**src/rtl/button_gesture_decoder_unit_assert.svh**
```systemverilog
// Assertion macros of the button gesture decoder RTL.
`ifndef BUTTON_GESTURE_DECODER_UNIT_ASSERT_SVH
`define BUTTON_GESTURE_DECODER_UNIT_ASSERT_SVH

// Condition must hold in the same cycle as the trigger.
`define BGD_ASSERT_SAME(label, clk, rst_n, trig, cond, msg) \
	label: assert property (@(posedge clk) disable iff (!rst_n) (trig) |-> (cond)) \
		else $error(msg);

// Condition must hold in the cycle after the trigger.
`define BGD_ASSERT_NEXT(label, clk, rst_n, trig, cond, msg) \
	label: assert property (@(posedge clk) disable iff (!rst_n) (trig) |=> (cond)) \
		else $error(msg);

`endif

```
**src/rtl/bgd_pkg.sv**
```systemverilog
// Types and constants of the button gesture decoder.
`default_nettype none

package bgd_pkg;

	localparam int unsigned CFG_W       = 16;
	localparam int unsigned CFG_ADDR_W  = 2;
	localparam int unsigned IN_TDATA_W  = 40;
	localparam int unsigned OUT_TDATA_W = 8;
	localparam int unsigned NOW_W       = 32;

	// Configuration register indexes.
	localparam logic [CFG_ADDR_W-1:0] REG_DEBOUNCE = 2'd0;
	localparam logic [CFG_ADDR_W-1:0] REG_HOLD     = 2'd1;
	localparam logic [CFG_ADDR_W-1:0] REG_WINDOW   = 2'd2;

	localparam logic [CFG_W-1:0] DEBOUNCE_RST = 16'd30;
	localparam logic [CFG_W-1:0] HOLD_RST     = 16'd3000;
	localparam logic [CFG_W-1:0] WINDOW_RST   = 16'd400;

	typedef enum logic [1:0] {
		GEST_NONE   = 2'd0,
		GEST_TAP    = 2'd1,
		GEST_DOUBLE = 2'd2,
		GEST_HOLD   = 2'd3
	} gesture_t;

	typedef struct packed {
		logic [CFG_W-1:0] debounce_ms;
		logic [CFG_W-1:0] hold_ms;
		logic [CFG_W-1:0] double_window_ms;
	} cfg_t;

	typedef struct packed {
		logic stable_level;
		logic hold_reported;
		logic tap_pending;
	} core_status_t;

endpackage

`default_nettype wire

```
**src/rtl/bgd_cfg.sv**
```systemverilog
// Configuration register file of the button gesture decoder.
`default_nettype none

module bgd_cfg (
	input  wire logic                            clk,
	input  wire logic                            arst_n,
	input  wire logic                            cfg_we,
	input  wire logic [bgd_pkg::CFG_ADDR_W-1:0]  cfg_addr,
	input  wire logic [bgd_pkg::CFG_W-1:0]       cfg_wdata,
	output bgd_pkg::cfg_t                        cfg
);

	bgd_pkg::cfg_t cfg_q;

	always_ff @(posedge clk or negedge arst_n) begin
		if (!arst_n) begin
			cfg_q.debounce_ms      <= bgd_pkg::DEBOUNCE_RST;
			cfg_q.hold_ms          <= bgd_pkg::HOLD_RST;
			cfg_q.double_window_ms <= bgd_pkg::WINDOW_RST;
		end else if (cfg_we) begin
			case (cfg_addr)
				bgd_pkg::REG_DEBOUNCE: cfg_q.debounce_ms      <= cfg_wdata;
				bgd_pkg::REG_HOLD:     cfg_q.hold_ms          <= cfg_wdata;
				bgd_pkg::REG_WINDOW:   cfg_q.double_window_ms <= cfg_wdata;
				default: ;
			endcase
		end
	end

	assign cfg = cfg_q;

endmodule

`default_nettype wire

```
**src/rtl/bgd_core.sv**
```systemverilog
// Debounce and gesture decision logic with the decoder's state registers.
`default_nettype none

module bgd_core #(
	parameter int unsigned TIMESTAMP_BITS = 32
) (
	input  wire logic                       clk,
	input  wire logic                       arst_n,
	input  wire bgd_pkg::cfg_t              cfg,
	input  wire logic                       step_en,
	input  wire logic                       pressed,
	input  wire logic [TIMESTAMP_BITS-1:0]  now,
	output bgd_pkg::gesture_t               code,
	output bgd_pkg::core_status_t           status
);

	logic                      raw_level_q;
	logic                      stable_level_q;
	logic [TIMESTAMP_BITS-1:0] last_change_q;
	logic [TIMESTAMP_BITS-1:0] press_start_q;
	logic [TIMESTAMP_BITS-1:0] last_release_q;
	logic                      hold_reported_q;
	logic                      tap_pending_q;

	logic [TIMESTAMP_BITS-1:0] last_change_d;
	logic [TIMESTAMP_BITS-1:0] press_start_d;
	logic [TIMESTAMP_BITS-1:0] last_release_d;
	logic                      stable_level_d;
	logic                      hold_reported_d;
	logic                      tap_pending_d;
	logic                      accept_change;
	logic                      double_hit;
	logic [TIMESTAMP_BITS-1:0] since_change;
	logic [TIMESTAMP_BITS-1:0] since_press;
	logic [TIMESTAMP_BITS-1:0] since_release;

	always_comb begin
		last_change_d   = (pressed != raw_level_q) ? now : last_change_q;
		since_change    = now - last_change_d;
		accept_change   = (since_change >= TIMESTAMP_BITS'(cfg.debounce_ms))
			&& (pressed != stable_level_q);

		stable_level_d  = accept_change ? pressed : stable_level_q;
		press_start_d   = press_start_q;
		last_release_d  = last_release_q;
		hold_reported_d = hold_reported_q;
		tap_pending_d   = tap_pending_q;
		double_hit      = 1'b0;

		if (accept_change && pressed) begin
			press_start_d   = now;
			hold_reported_d = 1'b0;
		end else if (accept_change && !hold_reported_q) begin
			// A debounced release that ends a short press is a tap.
			last_release_d = now;
			double_hit     = tap_pending_q;
			tap_pending_d  = !tap_pending_q;
		end

		since_press   = now - press_start_d;
		since_release = now - last_release_d;
		code          = bgd_pkg::GEST_NONE;

		if (double_hit) begin
			code = bgd_pkg::GEST_DOUBLE;
		end else if (stable_level_d && !hold_reported_d
			&& since_press >= TIMESTAMP_BITS'(cfg.hold_ms)) begin
			hold_reported_d = 1'b1;
			tap_pending_d   = 1'b0;
			code            = bgd_pkg::GEST_HOLD;
		end else if (tap_pending_d && !stable_level_d
			&& since_release >= TIMESTAMP_BITS'(cfg.double_window_ms)) begin
			tap_pending_d = 1'b0;
			code          = bgd_pkg::GEST_TAP;
		end
	end

	always_ff @(posedge clk or negedge arst_n) begin
		if (!arst_n) begin
			raw_level_q     <= 1'b0;
			stable_level_q  <= 1'b0;
			last_change_q   <= '0;
			press_start_q   <= '0;
			last_release_q  <= '0;
			hold_reported_q <= 1'b0;
			tap_pending_q   <= 1'b0;
		end else if (step_en) begin
			raw_level_q     <= pressed;
			stable_level_q  <= stable_level_d;
			last_change_q   <= last_change_d;
			press_start_q   <= press_start_d;
			last_release_q  <= last_release_d;
			hold_reported_q <= hold_reported_d;
			tap_pending_q   <= tap_pending_d;
		end
	end

	assign status.stable_level  = stable_level_q;
	assign status.hold_reported = hold_reported_q;
	assign status.tap_pending   = tap_pending_q;

endmodule

`default_nettype wire

```
**src/rtl/button_gesture_decoder_unit.sv**
```systemverilog
// Button gesture decoder: debounces timestamped button samples into gestures.
//
// Each sample transfer on the slave stream gives exactly one gesture code on the
// master stream (none, single tap, double tap or hold). One sample is taken per
// clock cycle when the output is not stalled. A sample is captured in the input
// register, runs through the debounce and gesture logic and lands in the result
// register, from which its result is offered on the master stream. The input
// register also absorbs one sample while a result waits to be taken.
// Configuration writes take effect on the next sample and are to be made only
// while no sample is in flight. Timestamp differences wrap modulo
// 2^TIMESTAMP_BITS.
`default_nettype none

module button_gesture_decoder_unit #(
	parameter int unsigned TIMESTAMP_BITS = 32
) (
	input  wire logic                              clk,
	input  wire logic                              arst_n,
	input  wire logic                              cfg_we,
	input  wire logic [bgd_pkg::CFG_ADDR_W-1:0]    cfg_addr,
	input  wire logic [bgd_pkg::CFG_W-1:0]         cfg_wdata,
	input  wire logic                              s_tvalid,
	output logic                                   s_tready,
	// [0] pressed, [32:1] now_ms, [39:33] zero
	input  wire logic [bgd_pkg::IN_TDATA_W-1:0]    s_tdata,
	output logic                                   m_tvalid,
	input  wire logic                              m_tready,
	// [1:0] gesture_code, [7:2] zero
	output logic [bgd_pkg::OUT_TDATA_W-1:0]        m_tdata
);

	bgd_pkg::cfg_t          cfg;
	bgd_pkg::gesture_t      code;
	bgd_pkg::core_status_t  status;

	logic                      valid_s1;
	logic                      pressed_s1;
	logic [TIMESTAMP_BITS-1:0] now_s1;
	logic                      out_valid_q;
	bgd_pkg::gesture_t         out_code_q;
	logic                      advance;
	logic                      step_en;

	assign advance  = !out_valid_q || m_tready;
	assign step_en  = valid_s1 && advance;
	assign s_tready = !valid_s1 || advance;

	bgd_cfg u_cfg (
		.clk       (clk),
		.arst_n    (arst_n),
		.cfg_we    (cfg_we),
		.cfg_addr  (cfg_addr),
		.cfg_wdata (cfg_wdata),
		.cfg       (cfg)
	);

	bgd_core #(
		.TIMESTAMP_BITS (TIMESTAMP_BITS)
	) u_core (
		.clk     (clk),
		.arst_n  (arst_n),
		.cfg     (cfg),
		.step_en (step_en),
		.pressed (pressed_s1),
		.now     (now_s1),
		.code    (code),
		.status  (status)
	);

	always_ff @(posedge clk or negedge arst_n) begin
		if (!arst_n) begin
			valid_s1 <= 1'b0;
		end else if (s_tready) begin
			valid_s1 <= s_tvalid;
		end
	end

	always_ff @(posedge clk) begin
		if (s_tvalid && s_tready) begin
			pressed_s1 <= s_tdata[0];
			now_s1     <= TIMESTAMP_BITS'(s_tdata[bgd_pkg::NOW_W:1]);
		end
	end

	always_ff @(posedge clk or negedge arst_n) begin
		if (!arst_n) begin
			out_valid_q <= 1'b0;
		end else if (advance) begin
			out_valid_q <= valid_s1;
		end
	end

	always_ff @(posedge clk) begin
		if (step_en) begin
			out_code_q <= code;
		end
	end

	assign m_tvalid = out_valid_q;
	assign m_tdata  = {(bgd_pkg::OUT_TDATA_W - 2)'(0), out_code_q};

	`include "button_gesture_decoder_unit_assert.svh"

	`BGD_ASSERT_SAME(a_stall_blocks_input, clk, arst_n, valid_s1 && out_valid_q && !m_tready, !s_tready, "input taken while both stages are full")
	`BGD_ASSERT_SAME(a_hold_excludes_tap, clk, arst_n, status.hold_reported, !status.tap_pending, "tap pending after a hold")
	`BGD_ASSERT_NEXT(a_double_clears_tap, clk, arst_n, step_en && code == bgd_pkg::GEST_DOUBLE, !status.tap_pending && m_tvalid, "double tap left a tap pending")

endmodule

`default_nettype wire

```
**config.mk**
```make
export PLATFORM = sky130hd
export DESIGN_NAME = button_gesture_decoder_unit
export DESIGN_NICKNAME = d
export VERILOG_FILES = /design/src/rtl/bgd_pkg.sv /design/src/rtl/bgd_cfg.sv /design/src/rtl/bgd_core.sv /design/src/rtl/button_gesture_decoder_unit.sv
export VERILOG_INCLUDE_DIRS = /design/src /design/src/rtl
export SDC_FILE = /design/constraint.sdc
export NUM_CORES = 1
export LEC_CHECK = 0
export ABC_AREA = 0
export BUFFER_PORTS_ARGS = -buffer_cell sky130_fd_sc_hd__buf_2
export CAP_MARGIN = 40
export CORE_UTILIZATION = 60
export DETAILED_ROUTE_END_ITERATION = 10
export PLACE_DENSITY = 0.87
export REMOVE_ABC_BUFFERS = 1
export SLEW_MARGIN = 20
export SYNTH_ARGS = -nofsm -noshare
export SYNTH_HDL_FRONTEND = slang
export SYNTH_SLANG_ARGS = --single-unit
```
**constraint.sdc**
```tcl
create_clock -name clk -period 15.5 [get_ports clk]
set_input_delay 0 -clock clk [delete_from_list [all_inputs] [get_ports clk]]
set_output_delay 0 -clock clk [all_outputs]
set_load 0.005 [all_outputs]
```
== Word level (Yosys, flattened, before mapping) ==
Index checks and enable logic that the tools add are counted.
Operators by class
  add/subtract/negate cells: 3
  $lt $le $gt $ge: 3
  eq/ne operators: 4
  muxes and demuxes: 17
  reduce and logical (&&, ||, !) cells: 22
Operators by type and width (count)
  32-bit two-way mux: 4
  32-bit by 16-bit >= comparator with 1-bit output: 3
  32-bit subtractor: 3
  1-bit two-way mux: 13
  1-bit logical AND: 9
  1-bit logical NOT: 6
  2-bit AND reduction: 3
  2-bit by 1-bit equality test with 1-bit output, second input constant: 1
  2-bit equality test, second input constant: 1
  2-bit logical NOT: 1
  1-bit logical OR: 2
  1-bit != test: 2
  2-bit OR reduction: 1
Storage, ports and cells
  bits in registers: 185
  bits of input ports: 63
  output and inout bits: 10
  word-level logic and storage cells: 65

== Longest topological paths before layout ==
Gate-level depths: netlist of run 1.
  depth in word-level cells: 14
  depth in mapped cells: 59
  mapped depth without buffers: 53

== Hierarchy ==
Synthesis of run 1 repeated with hierarchy kept, for this count alone.
Unflattened totals
  cell total of the unflattened synthesis: 1717
  area total of the unflattened synthesis: 15200.8 um2
Modules (own cells, without submodules)
  bgd_core: times used 1, cells an instance 1565, area an instance 12164.2 um2, sequential area each 2502.4 um2
  bgd_cfg: times used 1, cells an instance 102, area an instance 1833.0 um2, sequential area each 1218.7 um2
  button_gesture_decoder_unit: times used 1, cells an instance 50, area an instance 1203.7 um2, sequential area each 1101.1 um2

== Least setup slack after synthesis of run 1 ==
Ideal clock, no wire load.
  path type: flip-flop to flip-flop
  start: register pressed_s1
  end: register out_code_q[0] (data pin)
  library setup time: 259 ps
  arrival time: 10863 ps
  data required time: 15241 ps
  slack: 4378 ps
  cell stages (with the launch flop): 57
  buffers on the path: 6
  period minus slack after synthesis: 11122 ps
  cells stage by stage: edfxtp_1 -> buf_6 -> xnor2_2 -> clkbuf_1 -> clkbuf_1 -> clkbuf_1 -> nand2_1 -> o21ai_0 -> ha_1 -> nor2b_1 -> a221oi_1 -> o31ai_2 -> a21oi_1 -> o31ai_4 -> nand2_1 -> xor2_1 -> ha_1 -> a21o_1 -> [... 21 more ...] -> o21ai_0 -> nand2b_1 -> a21o_1 -> a211oi_1 -> nor3_1 -> ha_1 -> a21oi_1 -> nor2b_1 -> o21ai_0 -> nand4_1 -> a21o_1 -> or4b_2 -> nor4b_1 -> nand4_1 -> nand3b_1 -> a21oi_1 -> a21oi_1 -> o21ai_1
Between the ends
  word-level cells in the longest chain between the ends: 13
  elaborated cells on any way between the ends: 29
  those cells by class: add/sub: 3; order compare: 3; eq/ne: 2; mux: 12; reduce/logical: 9
Ends and longest elaborated chain
  start: declaration: line button_gesture_decoder_unit.sv:37  | logic pressed_s1;
  start signal: assignment: line button_gesture_decoder_unit.sv:80  | pressed_s1 <= s_tdata[0];
  1-bit != test *: line bgd_core.sv:38  | last_change_d = (pressed != raw_level_q) ? now : last_change_q;
  32-bit two-way mux *: line bgd_core.sv:38
  named net u_core.last_change_d[0]: line bgd_core.sv:25  | logic [TIMESTAMP_BITS-1:0] last_change_d;
  32-bit subtractor *: line bgd_core.sv:39  | since_change = now - last_change_d;
  32-bit by 16-bit >= comparator with 1-bit output *: line bgd_core.sv:40  | accept_change = (since_change >= TIMESTAMP_BITS'(cfg.debounce_ms))
  1-bit logical AND *: line bgd_core.sv:41  | && (pressed != stable_level_q);
  1-bit logical AND: line bgd_core.sv:53  | end else if (accept_change && !hold_reported_q) begin
  32-bit two-way mux: line bgd_core.sv:53
  32-bit two-way mux: line bgd_core.sv:50  | if (accept_change && pressed) begin
  32-bit subtractor: line bgd_core.sv:61  | since_release = now - last_release_d;
  32-bit by 16-bit >= comparator with 1-bit output: line bgd_core.sv:72  | && since_release >= TIMESTAMP_BITS'(cfg.double_window_ms)) begin
  1-bit logical AND: line bgd_core.sv:72
  1-bit two-way mux: line bgd_core.sv:71  | end else if (tap_pending_d && !stable_level_d
  1-bit two-way mux: line bgd_core.sv:66  | end else if (stable_level_d && !hold_reported_d
  end signal: assignment: line button_gesture_decoder_unit.sv:95  | out_code_q <= code;
  end: declaration: line button_gesture_decoder_unit.sv:40  | bgd_pkg::gesture_t out_code_q;
Mark *: on every way through the listed nets, which the timed path passes. The rest lies on a longest branch.
A chain may end at the register's enable or synchronous reset.

== Worst setup path in the final report of run 1 ==
  start: register pressed_s1
  end: register out_code_q[0] (data pin)
Between the ends
  elaborated cells on any way between the ends: 29
  those cells by class: add/sub: 3; order compare: 3; eq/ne: 2; mux: 12; reduce/logical: 9
RTL lines
  1-bit != test: line bgd_core.sv:38
  32-bit two-way mux: line bgd_core.sv:38
  named net u_core.last_change_d[0]: line bgd_core.sv:25
  32-bit subtractor: line bgd_core.sv:39
  32-bit by 16-bit >= comparator with 1-bit output: line bgd_core.sv:40
  1-bit logical AND: line bgd_core.sv:41
  1-bit logical AND: line bgd_core.sv:50
  32-bit two-way mux: line bgd_core.sv:50
  named net u_core.press_start_d[0]: line bgd_core.sv:26  | logic [TIMESTAMP_BITS-1:0] press_start_d;
  32-bit subtractor: line bgd_core.sv:60  | since_press = now - press_start_d;
  32-bit by 16-bit >= comparator with 1-bit output: line bgd_core.sv:67  | && since_press >= TIMESTAMP_BITS'(cfg.hold_ms)) begin
  1-bit logical AND: line bgd_core.sv:67
  1-bit two-way mux: line bgd_core.sv:66
The timed path passes the listed nets, and every way through them passes these cells.

==> results of run 1 <==
## Yosys cell counts (35+ instances only)
master	count
mux2i_1	68
edfxtp_1	35
xnor2_1	36
a21o_1	53
clkbuf_1	44
nand2_1	176
dfrtp_1	136
a21oi_1	105
mux2_2	71
nor2_1	91
inv_1	99
ha_1	129
o21ai_0	139
## through the flow
step                      cells  power (mW)  cell area (um2)  utilization  setup WS (ns)
after detailed placement   1961        2.32            15300        0.631           2.87
after floorplan            1567        1.92            14400            -           3.67
final                      2050        2.83            16500        0.680           2.59
after CTS                  2046        2.80            16400        0.678           2.80
after global placement     1957        2.26            15200        0.628           3.20
after global routing       2050        3.02            16500        0.680           1.63
## critical path: cells and delay by family (launching register included)
family / cells / cell delay, ns
adders and majority gates: 4 / 1.11
DFF: 1 / 0.58
AOI/OAI and AO/OA: 27 / 5.67
xor gates and xnor gates: 2 / 0.83
and+or+nand+nor: 18 / 3.89
buffers and inverters: 1 / 0.58
## per-layer routing
layer  wire, um  vias up  GRT usage
met3       2380      100     0.0417
met1      17300     6201      0.421
met2      19200      478      0.531
met5          0        -          0
met4       1520        0      0.134
li1           -     6096          -
## worst paths after layout
kind | slack, ns | cells after the start | to
setup reg to reg | 2.59 | 52 | out_code_q[0]
max in group asynchronous | 14.01 | 4 | u_cfg.cfg[25]
hold / removal | 0.09 | 3 | u_cfg.cfg[29]
setup / recovery | 2.59 | 52 | out_code_q[0]
hold reg to reg | 0.48 | 2 | u_core.last_release_q[4]
min in group asynchronous | 0.15 | 2 | u_core.last_release_q[24]
## registers in the layout (all words and copies together), names as in the netlist, 2 cells and up
register	cells
u_cfg.cfg	48
now_s1	32
u_core.last_change_q	32
u_core.last_release_q	32
u_core.press_start_q	32
out_code_q	2
## logic make-up after synthesis
kind of cell	Yosys count
buffers and inverters	171
flip-flops	185
XOR/XNOR	69
other	1
multiplexers	140
adder cells (fa/ha/maj)	138
AO/OA/AOI/OAI	474
AND/OR/NAND/NOR	455
## placed cells by master, fill, tap and decap left out, drive strengths merged, types with 15 or more instances in the layout
cell type    count
clkbuf          18
mux2            71
nand4           23
nand2          176
o21bai          15
a21oi          108
nand3           17
inv            105
dlygate4sd3     53
dfrtp          136
mux2i           69
buf             74
a31oi           20
edfxtp          35
nor2b           20
o21ai          146
xnor2           37
a21o            55
nand2b          28
ha             129
nor2            92
nor3            31
xor2            32
## power by group
part | switching, mW | internal, mW
clock network | 0.233 | 0.224
registers | 0.0993 | 0.629
logic | 0.954 | 0.690
## final cells by class
type	count	area, um2	share of cell area
multi-input combinational	1282	9270	0.562
sequential	185	4820	0.292
timing repair buffer	127	1010	0.0611
clock buffer	18	439	0.0266
tap	324	405	0.0246
inverter	100	375	0.0228
clock inverter	14	175	0.0106
## repair_timing
item,in CTS,in global routing
hold buffers,53,0
endpoints found under the hold margin,157,0
buffers inserted,0,0
==> flow_summary.json, run 1 <==
{
  "tns_ns": 0,
  "drt_iter0_markers": 1140,
  "finalCriticalPeriod_ns": 12.91,
  "relSlewSlack": 0.393,
  "die_area_mm2": 0.0253,
  "cap_violations": 0,
  "regToRegStartpoint": "pressed_s1",
  "synth.area.mux_share": 0.102,
  "cp.arrival_ns": 13.11,
  "power_density_mw_per_mm2": 171,
  "routedWlPerCell_um": 19.7,
  "post_cts_resized": 0,
  "area_growth_pct": 11.4,
  "hold_violations": 0,
  "clock_sinks": 185,
  "synth_edf_count": 35,
  "io_buffers": 59,
  "ys_warn_count": 0,
  "cp_common_cell": "o21ai_0",
  "crit_start": "pressed_s1",
  "synth_xor_area_frac": 0.0431,
  "htree_num_levels": 4,
  "drc_errors": 0,
  "whs_ns": 0.0862,
  "postSynthRegisterBits": 185,
  "io_pins": 73,
  "fillCellCount": 1870,
  "cts_buffer_depth": 2,
  "synth_top_cells_by_area": "dfrtp_1 (23%), ha_1 (11%), edfxtp_1 (7.1%)",
  "hold_start": "cfg_we",
  "crit_path_start_kind": "register",
  "grt_pass1_vias": 12400,
  "cp_max_fo": 45,
  "rows": 57,
  "vias": 12900,
  "syn_inst": 1633,
  "drt-vias-per-instance": 6.28,
  "grt_max_degree": 83,
  "worstPathRequired_ns": 15.70,
  "yosys.area.top_type": "dfrtp_1",
  "synth_fa_ha_area_frac": 0.117,
  "ant_nets": 0,
  "end_kind": "register",
  "cpMaxStageDelayCell": "xnor2_4",
  "grt_pass1_wl_mm": 64.3,
  "grtUsageTotal": 0.319,
  "cts_made_buffers": 17,
  "yosysTopAreaCellShare": 0.230,
  "syn_avg_cell_area_um2": 9.06,
  "fin_nets": 1907,
  "die_w_um": 159,
  "synth_compound_area_frac": 0.211,
  "fin_crit_sh": 0.833,
  "grt_overflow_total": 0,
  "worst_clock_skew_ns": 0.0234,
  "synth-seq-area-share": 0.326,
  "clk_latency_ns": 0.46,
  "status": "finished clean",
  "cts_tree": "done",
  "hp-class": "in -> reg",
  "async_reset_ff_frac": 0.811,
  "ir_drop_mv": 0.0902,
  "dr.pass1.iters": 6,
  "die_h_um": 159,
  "p_leak_nw": 7.54,
  "grt_antenna_before_repair": 1,
  "core_area_mm2": 0.0242,
  "yosys.area_share.simple": 0.151,
  "gp_congestion": 0.949,
  "synth_area_mm2": 0.0148,
  "dp_hpwl_mm": 29.7,
  "cts_root_buf": "clkbuf_16",
  "start_util": 0.610,
  "fmax_mhz": 77.4,
  "maxSlewViolCount": 0,
  "antenna_cells": 0,
  "worstMarginPinSlew_ns": 0.903,
  "drive_gt1_frac": 0.140,
  "grt_setup_unrepaired": "false",
  "critical_path_class": "reg -> reg",
  "clkTransAtPathRegs_ns": 0.08,
  "drt_wl_total_mm": 40.4,
  "ys.flop_type": "dfrtp_1",
  "ys_types": 107,
  "synth_top_family_by_area": "compound AO/OA/AOI/OAI gates",
  "cp_slowest_stage_delay_ns": 0.67,
  "setup_viol_count_final": 0
}
Power figures use the tool's default switching activity.
==> run 2: changes to the inputs <==
ABC_AREA = 1   (was 0)
clock period = 12.5 ns   (was 15.5 ns; I/O delays follow)
==> run 2 against run 1 <==
  * Maximum frequency up 42%
  * Combinational power up 57%
  * Clock power up 18%
  * Final area down 0.32%
  * Count of clock-buffer cells in the layout unchanged
  * Non-clock buffer count unchanged
  * Sequential share of layout area up 0.093 points
  * Synthesized cell count up 27%
==> flow_summary.json, run 2 <==
{
  "start_util": 0.618,
  "p_int_mw": 2.03,
  "clkTransAtPathRegs_ns": 0.07,
  "cap_violations": 0,
  "grt_overflow_total": 0,
  "drt_iter0_markers": 1415,
  "post_cts_resized": 0,
  "crit_family": "compound AO/OA/AOI/OAI gates",
  "grt_setup_unrepaired": "false",
  "power_density_mw_per_mm2": 246,
  "pwr-share-comb": 0.636,
  "ys.flop_type": "dfrtp_1",
  "synth-seq-area-share": 0.328,
  "setup_viol_count_final": 0,
  "clk_latency_ns": 0.44,
  "die_area_mm2": 0.0251,
  "fmax_mhz": 110,
  "placed_area_mm2": 0.0153,
  "ys_warn_count": 0,
  "drt_wl_total_mm": 42.2,
  "io_buffers": 59,
  "routedWlPerCell_um": 16.8,
  "vias": 14500,
  "final_area_mm2": 0.0164,
  "path_buf_inv": 9,
  "dr.pass1.iters": 5,
  "core_area_mm2": 0.0238,
  "cp_slowest_stage_delay_ns": 0.46,
  "cts_root_buf": "clkbuf_16",
  "whs_ns": 0.0549,
  "critical_path_class": "reg -> reg",
  "grt_pass1_wl_mm": 67.3,
  "worstPathRequired_ns": 12.70,
  "finalCriticalPeriod_ns": 9.12,
  "synth_area_mm2": 0.0147,
  "syn_avg_cell_area_um2": 7.05,
  "maxSlewViolCount": 0,
  "hp-class": "in -> reg",
  "final_common_cell": "nand2_1",
  "relSlewSlack": 0.487,
  "netSwitchingFraction": 0.499,
  "end_kind": "register",
  "synthTopCellsByCount": "nand2_1 (581), inv_1 (281), o21ai_0 (273)",
  "antenna_cells": 0,
  "fin_nets": 2372,
  "rows": 56,
  "gp_congestion": 0.957,
  "ir_drop_mv": 0.143,
  "tns_ns": 0,
  "grt_max_degree": 84,
  "pwr-share-seq": 0.231,
  "ant_nets": 0,
  "fin_crit_sh": 0.730,
  "syn_inst": 2082,
  "async_reset_ff_frac": 0.811,
  "cts_made_buffers": 17,
  "cp_common_cell": "nand2_1",
  "grt_pass1_vias": 13700,
  "synth_top_cells_by_area": "dfrtp_1 (23%), nand2_1 (15%), ha_1 (11%)",
  "largest_register_ffs": 48,
  "die_h_um": 158,
  "htree_num_levels": 4,
  "area_growth_pct": 12.0,
  "yosysMostFrequentCell": "nand2_1",
  "cpMaxStageDelayCell": "edfxtp_1",
  "cts_tree": "done",
  "hold_violations": 0,
  "drc_errors": 0,
  "clock_sinks": 185,
  "status": "finished clean",
  "drt-vias-per-instance": 5.78,
  "cp.arrival_ns": 9.32,
  "dp_hpwl_mm": 31.7,
  "layout_common_cells": "nand2_1 (580), inv_1 (281), o21ai_0 (273)",
  "io_pins": 73,
  "crit_path_start_kind": "register",
  "cts_buffer_depth": 2,
  "yosysTopAreaCellShare": 0.232,
  "fillCellCount": 1883,
  "post-cts-setup-buffer-count": 0,
  "postSynthRegisterBits": 185,
  "ys_types": 51,
  "drive_gt1_frac": 0.0863,
  "worst_clock_skew_ns": 0.0146,
  "grt_antenna_before_repair": 0,
  "die_w_um": 158,
  "grtUsageTotal": 0.349,
  "cp_max_fo": 48,
  "clkPwrFrac": 0.133,
  "p_leak_nw": 8.24,
  "utilization": 0.692,
  "synth_edf_count": 35,
  "power.switching_mw": 2.02,
  "yosys.area.top_type": "dfrtp_1",
  "worstMarginPinSlew_ns": 0.770
}
==> run 2: cell count changes after synthesis, moves of 20 or more <==
cell and change:
o21ai_0 +134, inv_1 +182, mux2i_1 -65, nor2b_1 -20, mux2_2 -71, nand2b_1 -28, nand2_1 +405, a21o_1 -49
nand3_1 +91, nor2_1 +20
==> run 2: kinds of logic after synthesis <==
| logic type | Yosys count | synth area share |
|---|---|---|
| and+or+nand+nor | 917 | 0.271 |
| muxes | 3 | 0.00204 |
| buffers and inverters | 346 | 0.0921 |
| DFF | 185 | 0.328 |
| xor gates and xnor gates | 55 | 0.0328 |
| adders and majority gates | 131 | 0.113 |
| other | 1 | 0.000255 |
| AOI/OAI and AO/OA | 444 | 0.160 |
==> run 2: power by group through the flow <==
stage	clock (mW)	sequential (mW)	combinational, mW
6_report	0.540	0.935	2.57
5_1_grt	0.566	0.955	2.91
4_1_cts	0.543	0.929	2.52
3_5_place_dp	0	0.936	2.48
3_3_place_gp	0	0.925	2.40
2_1_floorplan	0	0.902	1.91
==> run 2: area by class of cell <==
class	instances	area, um2	area share
Multi-Input combinational cell	1556	8530	0.519
Tap cell	319	399	0.0243
Clock buffer	18	439	0.0267
Clock inverter	14	153	0.00928
Sequential cell	185	4820	0.293
Timing Repair Buffer	127	1000	0.0610
Inverter	291	1090	0.0664
==> run 2: worst register-to-register path, delay by kind of cell (launching register included) <==
family          cells  cell delay, ns
compound gates     15            2.83
simple gates       20            2.52
buf+inv             9            1.42
fa+ha+maj           4            1.25
flops               1            0.46
xor+xnor            2            0.38
==> run 2: final timing paths <==
path	slack (ns)	from	depth (start not counted)	endpoint
min	0.05	cfg_addr[0]	4	u_cfg.cfg[0]
max	3.38	pressed_s1	50	out_code_q[0]
max in group asynchronous	10.67	arst_n	6	u_core.press_start_q[29]
min reg2reg	0.48	u_core.press_start_q[18]	2	u_core.press_start_q[18]
max reg2reg	3.38	pressed_s1	50	out_code_q[0]
min in group asynchronous	0.51	arst_n	3	u_cfg.cfg[2]
==> run 2: through the flow <==
step / cells / setup slack, ns / total power [mW]
after CTS: 2508 / 3.61 / 3.99
after detailed placement: 2421 / 3.68 / 3.42
after global placement: 2417 / 3.79 / 3.32
after global routing: 2510 / 2.56 / 4.43
after floorplan: 2032 / 4.71 / 2.81
final: 2510 / 3.38 / 4.05
==> run 2: repair_timing <==
item / in CTS / in global routing
endpoints found under the setup margin: 0 / 0
hold buffers: 55 / 1
endpoints found under the hold margin: 152 / 15
==> run 2: layer usage <==
layer / routed length, um / vias up / global-route usage
li1: - / 7023 / -
met1: 17900 / 6767 / 0.468
met2: 19400 / 596 / 0.572
met3: 3430 / 114 / 0.0471
met4: 1430 / 0 / 0.137
met5: 0 / - / 0
